--- src/rtl/fsca_pkg.sv ---
`timescale 1ns / 1ps
`default_nettype none

package fsca_pkg;

    localparam logic [29:0] INV_TWO_PI   = 30'd683565276;
    localparam logic [29:0] CORR_P       = 30'd966367642;
    localparam logic [31:0] QUARTER_TURN = 32'h4000_0000;
    localparam logic [31:0] HALF_TURN    = 32'h8000_0000;
    localparam logic [30:0] UNIT_Q30     = 31'h4000_0000;

    typedef struct packed {
        logic        neg;
        logic [31:0] mag;
    } turn_mag_t;

    typedef struct packed {
        logic        neg;
        logic [30:0] mag;
    } amp_mag_t;

endpackage

`default_nettype wire

--- src/rtl/fsca_phase.sv ---
`timescale 1ns / 1ps
`default_nettype none

module fsca_phase #(
    parameter int ANGLE_FRAC_BITS = 16
) (
    input  wire logic                aclk,
    input  wire logic                aresetn,
    input  wire logic                in_valid,
    output logic                     in_ready,
    input  wire logic                kind,
    input  wire logic [31:0]         angle,
    output logic                     out_valid,
    input  wire logic                out_ready,
    output fsca_pkg::turn_mag_t      out_word
);
    import fsca_pkg::*;

    localparam int STAGES = 5;
    localparam logic [62:0] RND = 63'(1) << (ANGLE_FRAC_BITS - 1);

    logic [STAGES-1:0] vld_reg, vld_next;
    logic [STAGES-1:0] adv;

    logic        neg0_reg, neg0_next, kind0_reg, kind0_next;
    logic [31:0] mag0_reg, mag0_next;
    logic        neg1_reg, neg1_next, kind1_reg, kind1_next;
    logic [61:0] prod1_reg, prod1_next;
    logic        neg2_reg, neg2_next, kind2_reg, kind2_next;
    logic [31:0] p2_reg, p2_next;
    logic [62:0] rnd_sum;
    logic [31:0] signed_p;
    logic [31:0] phase3_reg, phase3_next;
    turn_mag_t   word4_reg, word4_next;

    always_comb begin
        adv[STAGES-1] = !vld_reg[STAGES-1] || out_ready;
        for (int i = STAGES - 2; i >= 0; i--) begin
            adv[i] = !vld_reg[i] || adv[i+1];
        end
    end

    always_comb begin
        vld_next = vld_reg;
        if (adv[0]) begin
            vld_next[0] = in_valid;
        end
        for (int i = 1; i < STAGES; i++) begin
            if (adv[i]) begin
                vld_next[i] = vld_reg[i-1];
            end
        end
    end

    always_ff @(posedge aclk) begin
        if (!aresetn) begin
            vld_reg <= '0;
        end else begin
            vld_reg <= vld_next;
        end
    end

    always_comb begin
        neg0_next  = angle[31];
        kind0_next = kind;
        mag0_next  = angle[31] ? (~angle + 32'd1) : angle;

        neg1_next  = neg0_reg;
        kind1_next = kind0_reg;
        prod1_next = mag0_reg * INV_TWO_PI;

        neg2_next  = neg1_reg;
        kind2_next = kind1_reg;
        rnd_sum    = {1'b0, prod1_reg} + RND;
        p2_next    = rnd_sum[ANGLE_FRAC_BITS +: 32];

        signed_p    = neg2_reg ? (32'd0 - p2_reg) : p2_reg;
        phase3_next = signed_p + (kind2_reg ? QUARTER_TURN : 32'd0);

        word4_next.neg = phase3_reg[31];
        word4_next.mag = phase3_reg[31] ? (32'd0 - phase3_reg) : phase3_reg;
    end

    always_ff @(posedge aclk) begin
        if (adv[0]) begin
            neg0_reg  <= neg0_next;
            kind0_reg <= kind0_next;
            mag0_reg  <= mag0_next;
        end
        if (adv[1]) begin
            neg1_reg  <= neg1_next;
            kind1_reg <= kind1_next;
            prod1_reg <= prod1_next;
        end
        if (adv[2]) begin
            neg2_reg  <= neg2_next;
            kind2_reg <= kind2_next;
            p2_reg    <= p2_next;
        end
        if (adv[3]) begin
            phase3_reg <= phase3_next;
        end
        if (adv[4]) begin
            word4_reg <= word4_next;
        end
    end

    assign in_ready  = adv[0];
    assign out_valid = vld_reg[STAGES-1];
    assign out_word  = word4_reg;

endmodule

`default_nettype wire

--- config.mk ---
export PLATFORM = sky130hd
export DESIGN_NAME = fsca_phase
export DESIGN_NICKNAME = d
export VERILOG_FILES = /design/src/rtl/fsca_pkg.sv /design/src/rtl/fsca_phase.sv
export SDC_FILE = /design/constraint.sdc
export NUM_CORES = 1
export LEC_CHECK = 0
export ABC_AREA = 1
export BUFFER_PORTS_ARGS = -buffer_cell sky130_fd_sc_hd__buf_2
export CELL_PAD_IN_SITES_DETAIL_PLACEMENT = 1
export CELL_PAD_IN_SITES_GLOBAL_PLACEMENT = 2
export CORE_ASPECT_RATIO = 0.75
export CORE_MARGIN = 4
export CORE_UTILIZATION = 35
export CTS_CLUSTER_SIZE = 40
export DETAILED_ROUTE_END_ITERATION = 12
export PLACE_DENSITY_LB_ADDON = 0.1
export SLEW_MARGIN = 10
export SYNTH_ARGS = -nofsm -noshare
export SYNTH_HDL_FRONTEND = slang
export SYNTH_SLANG_ARGS = --single-unit
--- constraint.sdc ---
create_clock -name aclk -period 12.9 [get_ports aclk]
set_clock_uncertainty 0.2 [all_clocks]
set_input_delay 1.29 -clock aclk [delete_from_list [all_inputs] [get_ports aclk]]
set_output_delay 1.29 -clock aclk [all_outputs]
set_load 0.03 [all_outputs]
After elaboration in Yosys (flattened, before gate mapping)
Index checks and enable logic that the tools add are counted.
Operators by class
  reductions and logical operators: 10
  multiplexer cells: 4
  $mul: 1
  $add $sub $neg: 5
  bitwise logic cells: 1
Operators with widths (count)
  $mux 31: 3
  $sub 1x32->32 const A: 2
  $add 48x16->48 const B: 1
  $mul 32x28->46 const B: 1
  $add 32x1->32 const B: 1
  $add 32x31->32: 1
  $mux 32: 1
  $not 32->32: 1
  $logic_not 1->1: 5
  $logic_or 1x1->1: 5
Storage, ports and cells
  register bits: 186
  input port bits: 37
  logic and storage cells: 40
  output and inout port bits: 35

Depth between registers and ports, before layout
Gate-level depths: netlist of run 1.
  word-level depth: 6
  mapped depth: 27
  gate-level depth less buffers: 27

Worst setup path before layout of run 1
No wires, ideal clock.
  kind: in2out
  start point: input out_ready
  end point: output in_ready
  arrival time: 4742 ps
  required time: 11410 ps
  buffers on the path: 0
  stages on the path: 8
  setup slack: 6668 ps
  cell sequence: nor2_1 inv_1 nor2_1 inv_1 nor2_1 inv_1 nor2_1 nand2_1
Between the ends
  word-level cells in the longest chain between the ends: 5
Ends and longest elaborated chain
  start: declaration: line fsca_phase.sv:14  | input wire logic out_ready,
  $logic_or 1x1->1: line fsca_phase.sv:37  | adv[STAGES-1] = !vld_reg[STAGES-1] || out_ready;
  via adv[4]: line fsca_phase.sv:23  | logic [STAGES-1:0] adv;
  $logic_or 1x1->1: line fsca_phase.sv:39  | adv[i] = !vld_reg[i] || adv[i+1];
  via adv[3]: line fsca_phase.sv:23
  $logic_or 1x1->1: line fsca_phase.sv:39
  via adv[2]: line fsca_phase.sv:23
  $logic_or 1x1->1 (2 in a row): line fsca_phase.sv:39
  end: declaration: line fsca_phase.sv:10  | output logic in_ready,
The timed path passes the listed nets, and every way through them passes these cells.

Worst setup path after layout of run 1
  start point: register mag0_reg[9]
  end point: register prod1_reg[34], data pin
Between the ends
  word-level cells in the longest chain between the ends: 1
Ends and longest elaborated chain
  start: declaration: line fsca_phase.sv:26  | logic [31:0] mag0_reg, mag0_next;
  start signal: assignment: line fsca_phase.sv:88  | mag0_reg <= mag0_next;
  $mul 32x28->46: line fsca_phase.sv:70  | prod1_next = mag0_reg * INV_TWO_PI;
  via prod1_next[34]: line fsca_phase.sv:28  | logic [61:0] prod1_reg, prod1_next;
  end signal: assignment: line fsca_phase.sv:93  | prod1_reg <= prod1_next;
  end: declaration: line fsca_phase.sv:28
The timed path passes the listed nets, and every way through them passes these cells.
A chain may end at the register's enable or synchronous reset.

==> flow_metrics.tcl, run 1 <==
set metrics [dict create \
    cts.sinks 173 \
    yosysTopAreaCell "fa_1" \
    cts.htree.levels 4 \
    max_stage_delay_ns 0.57 \
    slew_viol_final 0 \
    gp_congestion 0.918 \
    cts_buffers 17 \
    arrival_ns 7.69 \
    via_per_inst 4.78 \
    cp_max_fo 5 \
    synth_seq_cells 173 \
    cts_root_buf "clkbuf_16" \
    wl_per_cell_um 21.5 \
    via_count 17200 \
    hold_class "reg2reg" \
    yosysUniqueCellTypes 38 \
    tightestPinTransition_ns 1.34 \
    fin_crit_sh_pct 59.3 \
    antenna_left 0 \
    clock_path_buffers 2 \
    rrSetupSlack_ns 5.25 \
    drt-initial-drc-count 1273 \
    layout-drive-gt1-share_pct 5.02 \
    die_x_um 305 \
    antenna_cells 0 \
    grt_max_degree 36 \
    yosysWarningCount 0 \
    holdBufCountCts 0 \
    synthFlopType "edfxtp_1" \
    worstPathCellList "inv_1 -> fa_1 -> fa_1 -> inv_1 -> fa_1 -> inv_1 -> fa_1 -> inv_1 -> fa_1 -> fa_1 -> inv_1 -> fa_1 -> inv_1 -> ha_1 -> nand2_1 -> nor2_1 -> nand2_1 -> nor2_1 -> nand2_1 -> nand2_1 -> nand2_1 -> nand3_1 -> nand2_1" \
    synth_top_area_share_pct 28.2 \
    syn_to_final_growth_pct 8.78 \
    synth-seq-area-share_pct 22.2 \
    cp_slowest_cell "edfxtp_1" \
    max_freq_ghz 0.131 \
    grt_first_pass_wirelength_um 119000 \
    async_reset_ff_share_pct 0 \
    criticalPathCategory "reg2reg" \
    cts_setup_buffers 0 \
    final_cells 3599 \
    rows 81 \
    io_pins 72 \
    dp.cells 3567 \
    dieArea_sq_um 70500 \
    drt-pass1-iter-count 5 \
    synth_edf_count 168 \
    cts_tree "built" \
    drc 0 \
    period_needed_ns 7.65 \
    placed_cell_area_sq_um 24700 \
    grt.total_usage_pct 22.9 \
    clk_pin_slew_ns 0.09 \
    clk-insertion-delay-late_ns 0.49 \
    grt_pass1_vias 18400 \
    start_util_pct 35.5 \
    fill_cells 7781 \
    fp.dieH_um 231 \
    hold_viol 0 \
    slew_headroom_pct 9.64 \
    synth_common_cells "inv_1, nand2_1, fa_1, ha_1, nor2_1" \
    final_nets 3339 \
    routed_wl_um 77400 \
    synth_area_sq_um 23200 \
    path_buf_inv 6 \
    cp_top_family "adder cells" \
    final_area_sq_um 25200 \
    crit_path_end_kind "flop" \
    cp.required_ns 12.94 \
    synth_most_common_cell "inv_1" \
    io_buffers 71 \
    cap_violations 0 \
    synth_nets 3252 \
    outcome "completed" \
    avgSynthCellArea_sq_um 8.83 \
    crit_path_start_kind "flop" \
    setup_viol 0 \
    rsz0062_at_grt "no" \
    overflow 0 \
    synth_area_leaders "fa_1, edfxtp_1, ha_1, inv_1, nand2_1" \
    utilization_pct 38.6 \
    syn_inst 2628 \
    post_cts_resized 0 \
    core_sq_um 65500 \
    antenna_found_initial 0 \
    cp_common_cell "fa_1" \
    hpwl_um 69500 \
    setup_tns_ns 0 \
]
final timing paths:
check / start / endpoint / cells past startpoint
max: mag0_reg[9] / prod1_reg[34] / 23
min reg2reg: kind1_reg / kind2_reg / 0
max reg2reg: mag0_reg[9] / prod1_reg[34] / 23
min: kind1_reg / kind2_reg / 0
through the flow:
| stage | hold WS [ns] | setup WS (ns) |
|---|---|---|
| after floorplan | 0.200 | 6.67 |
| after global placement | 0.208 | 5.38 |
| after detailed placement | 0.206 | 5.51 |
| after CTS | 0.226 | 5.43 |
| after global routing | 0.233 | 5.02 |
| final | 0.228 | 5.25 |
placed cells by master, fill, tap and decap left out, types with 3 or more instances in the layout:
master	Yosys	layout
inv_1	792	792
nand2_1	440	439
fa_1	327	327
ha_1	260	260
nor2_1	202	202
edfxtp_1	168	168
xor2_1	97	97
nand3_1	75	75
buf_2	0	71
a21oi_1	56	56
o21ai_0	43	43
xnor2_1	35	35
nand4_1	32	32
nor3_1	23	23
clkbuf_16	0	17
o21bai_1	8	8
buf_4	0	7
nor4_1	6	6
nor2_2	6	6
inv_8	0	6
nand3b_1	5	5
dfxtp_1	5	5
nor3_2	4	4
nand3_2	4	4
a21o_1	3	3
nor2_4	3	3
o211ai_1	3	3
a31oi_1	3	3
clkinvlp_4	0	3
routing by layer:
| layer | GRT usage, % | wire length (um) | part of all wire, % | up-vias |
|---|---|---|---|---|
| met5 | 0 | 0 | 0 | - |
| met4 | 2.84 | 508 | 0.66 | 0 |
| met3 | 4.65 | 4770 | 6.2 | 24 |
| met2 | 29.8 | 28600 | 37 | 355 |
| met1 | 38.8 | 43600 | 56 | 8735 |
| li1 | - | - | - | 8074 |
final cells by class:
| cell class | instances | area (sq um) | area share (%) |
|---|---|---|---|
| Clock inverter | 15 | 150 | 0.595 |
| Multi-Input combinational cell | 1653 | 15100 | 59.6 |
| Timing Repair Buffer | 78 | 408 | 1.62 |
| Sequential cell | 173 | 5140 | 20.4 |
| Tap cell | 871 | 1090 | 4.32 |
| Clock buffer | 17 | 425 | 1.68 |
| Inverter | 792 | 2970 | 11.8 |
cell families after synthesis:
| family | after synthesis | synth area share [%] |
|---|---|---|
| AND/OR/NAND/NOR | 810 | 14.7 |
| buffers and inverters | 802 | 13.0 |
| adder cells (fa/ha/maj) | 587 | 42.2 |
| flip-flops | 173 | 22.2 |
| XOR/XNOR | 132 | 4.98 |
| AO/OA/AOI/OAI | 124 | 2.95 |
worst register-to-register path, delay by kind of cell (launching register included):
kind	cells	cell delay, ns
adder cells (fa/ha/maj)	8	3.97
buffers and inverters	6	0.70
flip-flops	1	0.57
AND/OR/NAND/NOR	9	1.96
Power of run 1 is left out: the tool's default activity adds up to more than one toggle a clock period on the data nets, which glitch-free logic cannot reach.
==> run 2, diff against run 1 <==
==> constraint.sdc (replaced) <==
create_clock -name aclk -period 7.3 [get_ports aclk]
set_clock_uncertainty 0.2 [all_clocks]
set_input_delay 0.73 -clock aclk [delete_from_list [all_inputs] [get_ports aclk]]
set_output_delay 0.73 -clock aclk [all_outputs]
set_load 0.03 [all_outputs]
==> run 2 against run 1 <==
Net effect:
- core utilization grew 0.54 points
- cell count grew 1.1%
- via count up 0.16%
- wire length grew 0.70%
- worst hold slack improved by 0.0016 ns
- die area unchanged
- count of clock-buffer cells in the layout is the same
- non-clock buffer count up 39
- cell area increased by 1.4%
- flip-flop and latch count unchanged
- setup slack lost 5.0 ns
- global-route usage up 0.24 points
- critical endpoint is now prod1_reg[38]
- largest cell class unchanged
==> flow_metrics.tcl, run 2 (synthesis results as in run 1) <==
set metrics [dict create \
    outcome "completed" \
    routed_wl_um 78000 \
    cts.sinks 173 \
    grt_first_pass_wirelength_um 121000 \
    cp.required_ns 7.33 \
    drt-pass1-iter-count 5 \
    path_buf_inv 6 \
    io_buffers 71 \
    hold_viol 0 \
    antenna_cells 0 \
    final_cells 3638 \
    hold_class "reg2reg" \
    cp_slowest_cell "fa_1" \
    core_sq_um 65500 \
    grt_pass1_vias 18600 \
    rows 81 \
    most-common-layout-cells "inv_1, nand2_1, fa_1" \
    holdBufCountCts 0 \
    die_x_um 305 \
    antenna_found_initial 0 \
    cts.htree.levels 4 \
    dieArea_sq_um 70500 \
    final_nets 3378 \
    criticalPathCategory "reg2reg" \
    rsz0062_at_grt "yes" \
    max_stage_delay_ns 0.55 \
    arrival_ns 7.12 \
    fin_crit_sh_pct 97.0 \
    preCtsSetupSlack_ns -0.00429 \
    max_freq_ghz 0.141 \
    clk-insertion-delay-late_ns 0.48 \
    cp_max_fo 5 \
    setup_viol 0 \
    slew_headroom_pct 49.5 \
    grt_max_degree 36 \
    io_pins 72 \
    syn_to_final_growth_pct 10.3 \
    drt-initial-drc-count 1274 \
    cap_violations 0 \
    setup_ws_ns 0.215 \
    start_util_pct 35.5 \
    cp_top_family "adder cells" \
    slew_viol_final 0 \
    utilization_pct 39.1 \
    drc 0 \
    overflow 0 \
    holdWs_ns 0.230 \
    worstPathCellList "clkinvlp_4 -> fa_1 -> fa_1 -> inv_1 -> fa_1 -> inv_1 -> fa_1 -> inv_1 -> fa_1 -> fa_1 -> inv_1 -> fa_1 -> inv_1 -> ha_1 -> nand2_1 -> nor2_4 -> nand2_1 -> nor2_2 -> nand2_1 -> nand2_1 -> nand2_1 -> nand3_1 -> nand2_1" \
    clock_path_buffers 2 \
    via_count 17200 \
    tightestPinTransition_ns 0.750 \
    fp.dieH_um 231 \
    crit_path_start_kind "flop" \
    clk_pin_slew_ns 0.08 \
    cts_buffers 17 \
    dp.cells 3596 \
    cts_root_buf "clkbuf_16" \
    hpwl_um 70000 \
    gp_congestion 0.923 \
    via_per_inst 4.73 \
    grt.total_usage_pct 23.2 \
    period_needed_ns 7.08 \
    cp_common_cell "fa_1" \
    antenna_left 0 \
    layout-drive-gt1-share_pct 6.69 \
    cts_tree "built" \
    wl_per_cell_um 21.4 \
    final_common_cell "inv_1" \
    crit_path_end_kind "flop" \
]
-- run 2: cell count changes in the layout (fill, tap and decap cells not counted), moves of 2 or more --
cell        change
buf_4          +39
inv_1           -4
inv_6           +4
inv_8           -3
clkinv_2        -2
clkinvlp_4      +2
nand3_1         -2
nand3_2         +2
nor2_1          -2
nor3_1          -2
nor3_2          +2
-- run 2: worst paths after layout --
check | startpoint | endpoint | slack (ns) | cells past startpoint
min | neg1_reg | neg2_reg | 0.23 | 0
max | mag0_reg[8] | prod1_reg[38] | 0.22 | 23
max reg2reg | mag0_reg[8] | prod1_reg[38] | 0.22 | 23
min reg2reg | neg1_reg | neg2_reg | 0.23 | 0
-- run 2: per-layer routing --
layer | part of all wire (%) | vias up | GRT usage [%] | wire length (um)
met5 | 0 | - | 0 | 0
met4 | 0.52 | 0 | 2.47 | 408
met3 | 7.4 | 25 | 5.91 | 5780
met2 | 38 | 348 | 30.5 | 29300
met1 | 54 | 8695 | 38.3 | 42500
li1 | - | 8148 | - | -
-- run 2: worst register-to-register path, stage by stage (launching register included) --
cell	delay (ns)
edfxtp_1	0.50
clkinvlp_4	0.30
fa_1	0.55
fa_1	0.53
inv_1	0.06
fa_1	0.51
inv_1	0.05
fa_1	0.50
inv_1	0.06
fa_1	0.50
fa_1	0.54
inv_1	0.05
fa_1	0.52
inv_1	0.04
ha_1	0.34
nand2_1	0.19
nor2_4	0.27
nand2_1	0.12
nor2_2	0.35
nand2_1	0.10
nand2_1	0.26
nand2_1	0.12
nand3_1	0.08
nand2_1	0.07
-- run 2: stage by stage --
| step | cell area, sq um | TNS, ns |
|---|---|---|
| 2_1_floorplan | 23200 | 0 |
| 3_3_place_gp | 24900 | -0.167 |
| 3_5_place_dp | 24900 | -0.00429 |
| 4_1_cts | 25500 | 0 |
| 5_1_grt | 25600 | -0.0357 |
| 6_report | 25600 | 0 |
-- run 2: final cells by class --
class / instances / area [sq um]
inverters: 792 / 2990
multi-input cells: 1653 / 15100
clock buffers: 17 / 425
fillers: 7748 / 39900
clock inverters: 15 / 169
repair buffers: 117 / 701
flip-flops and latches: 173 / 5140
well taps: 871 / 1090
-- run 2: what timing repair did --
item	4_1_cts	5_1_grt
resized for setup	1	11
setup endpoints to repair	2	6
setup buffers	0	10
Power of run 2 is left out for the same reason.
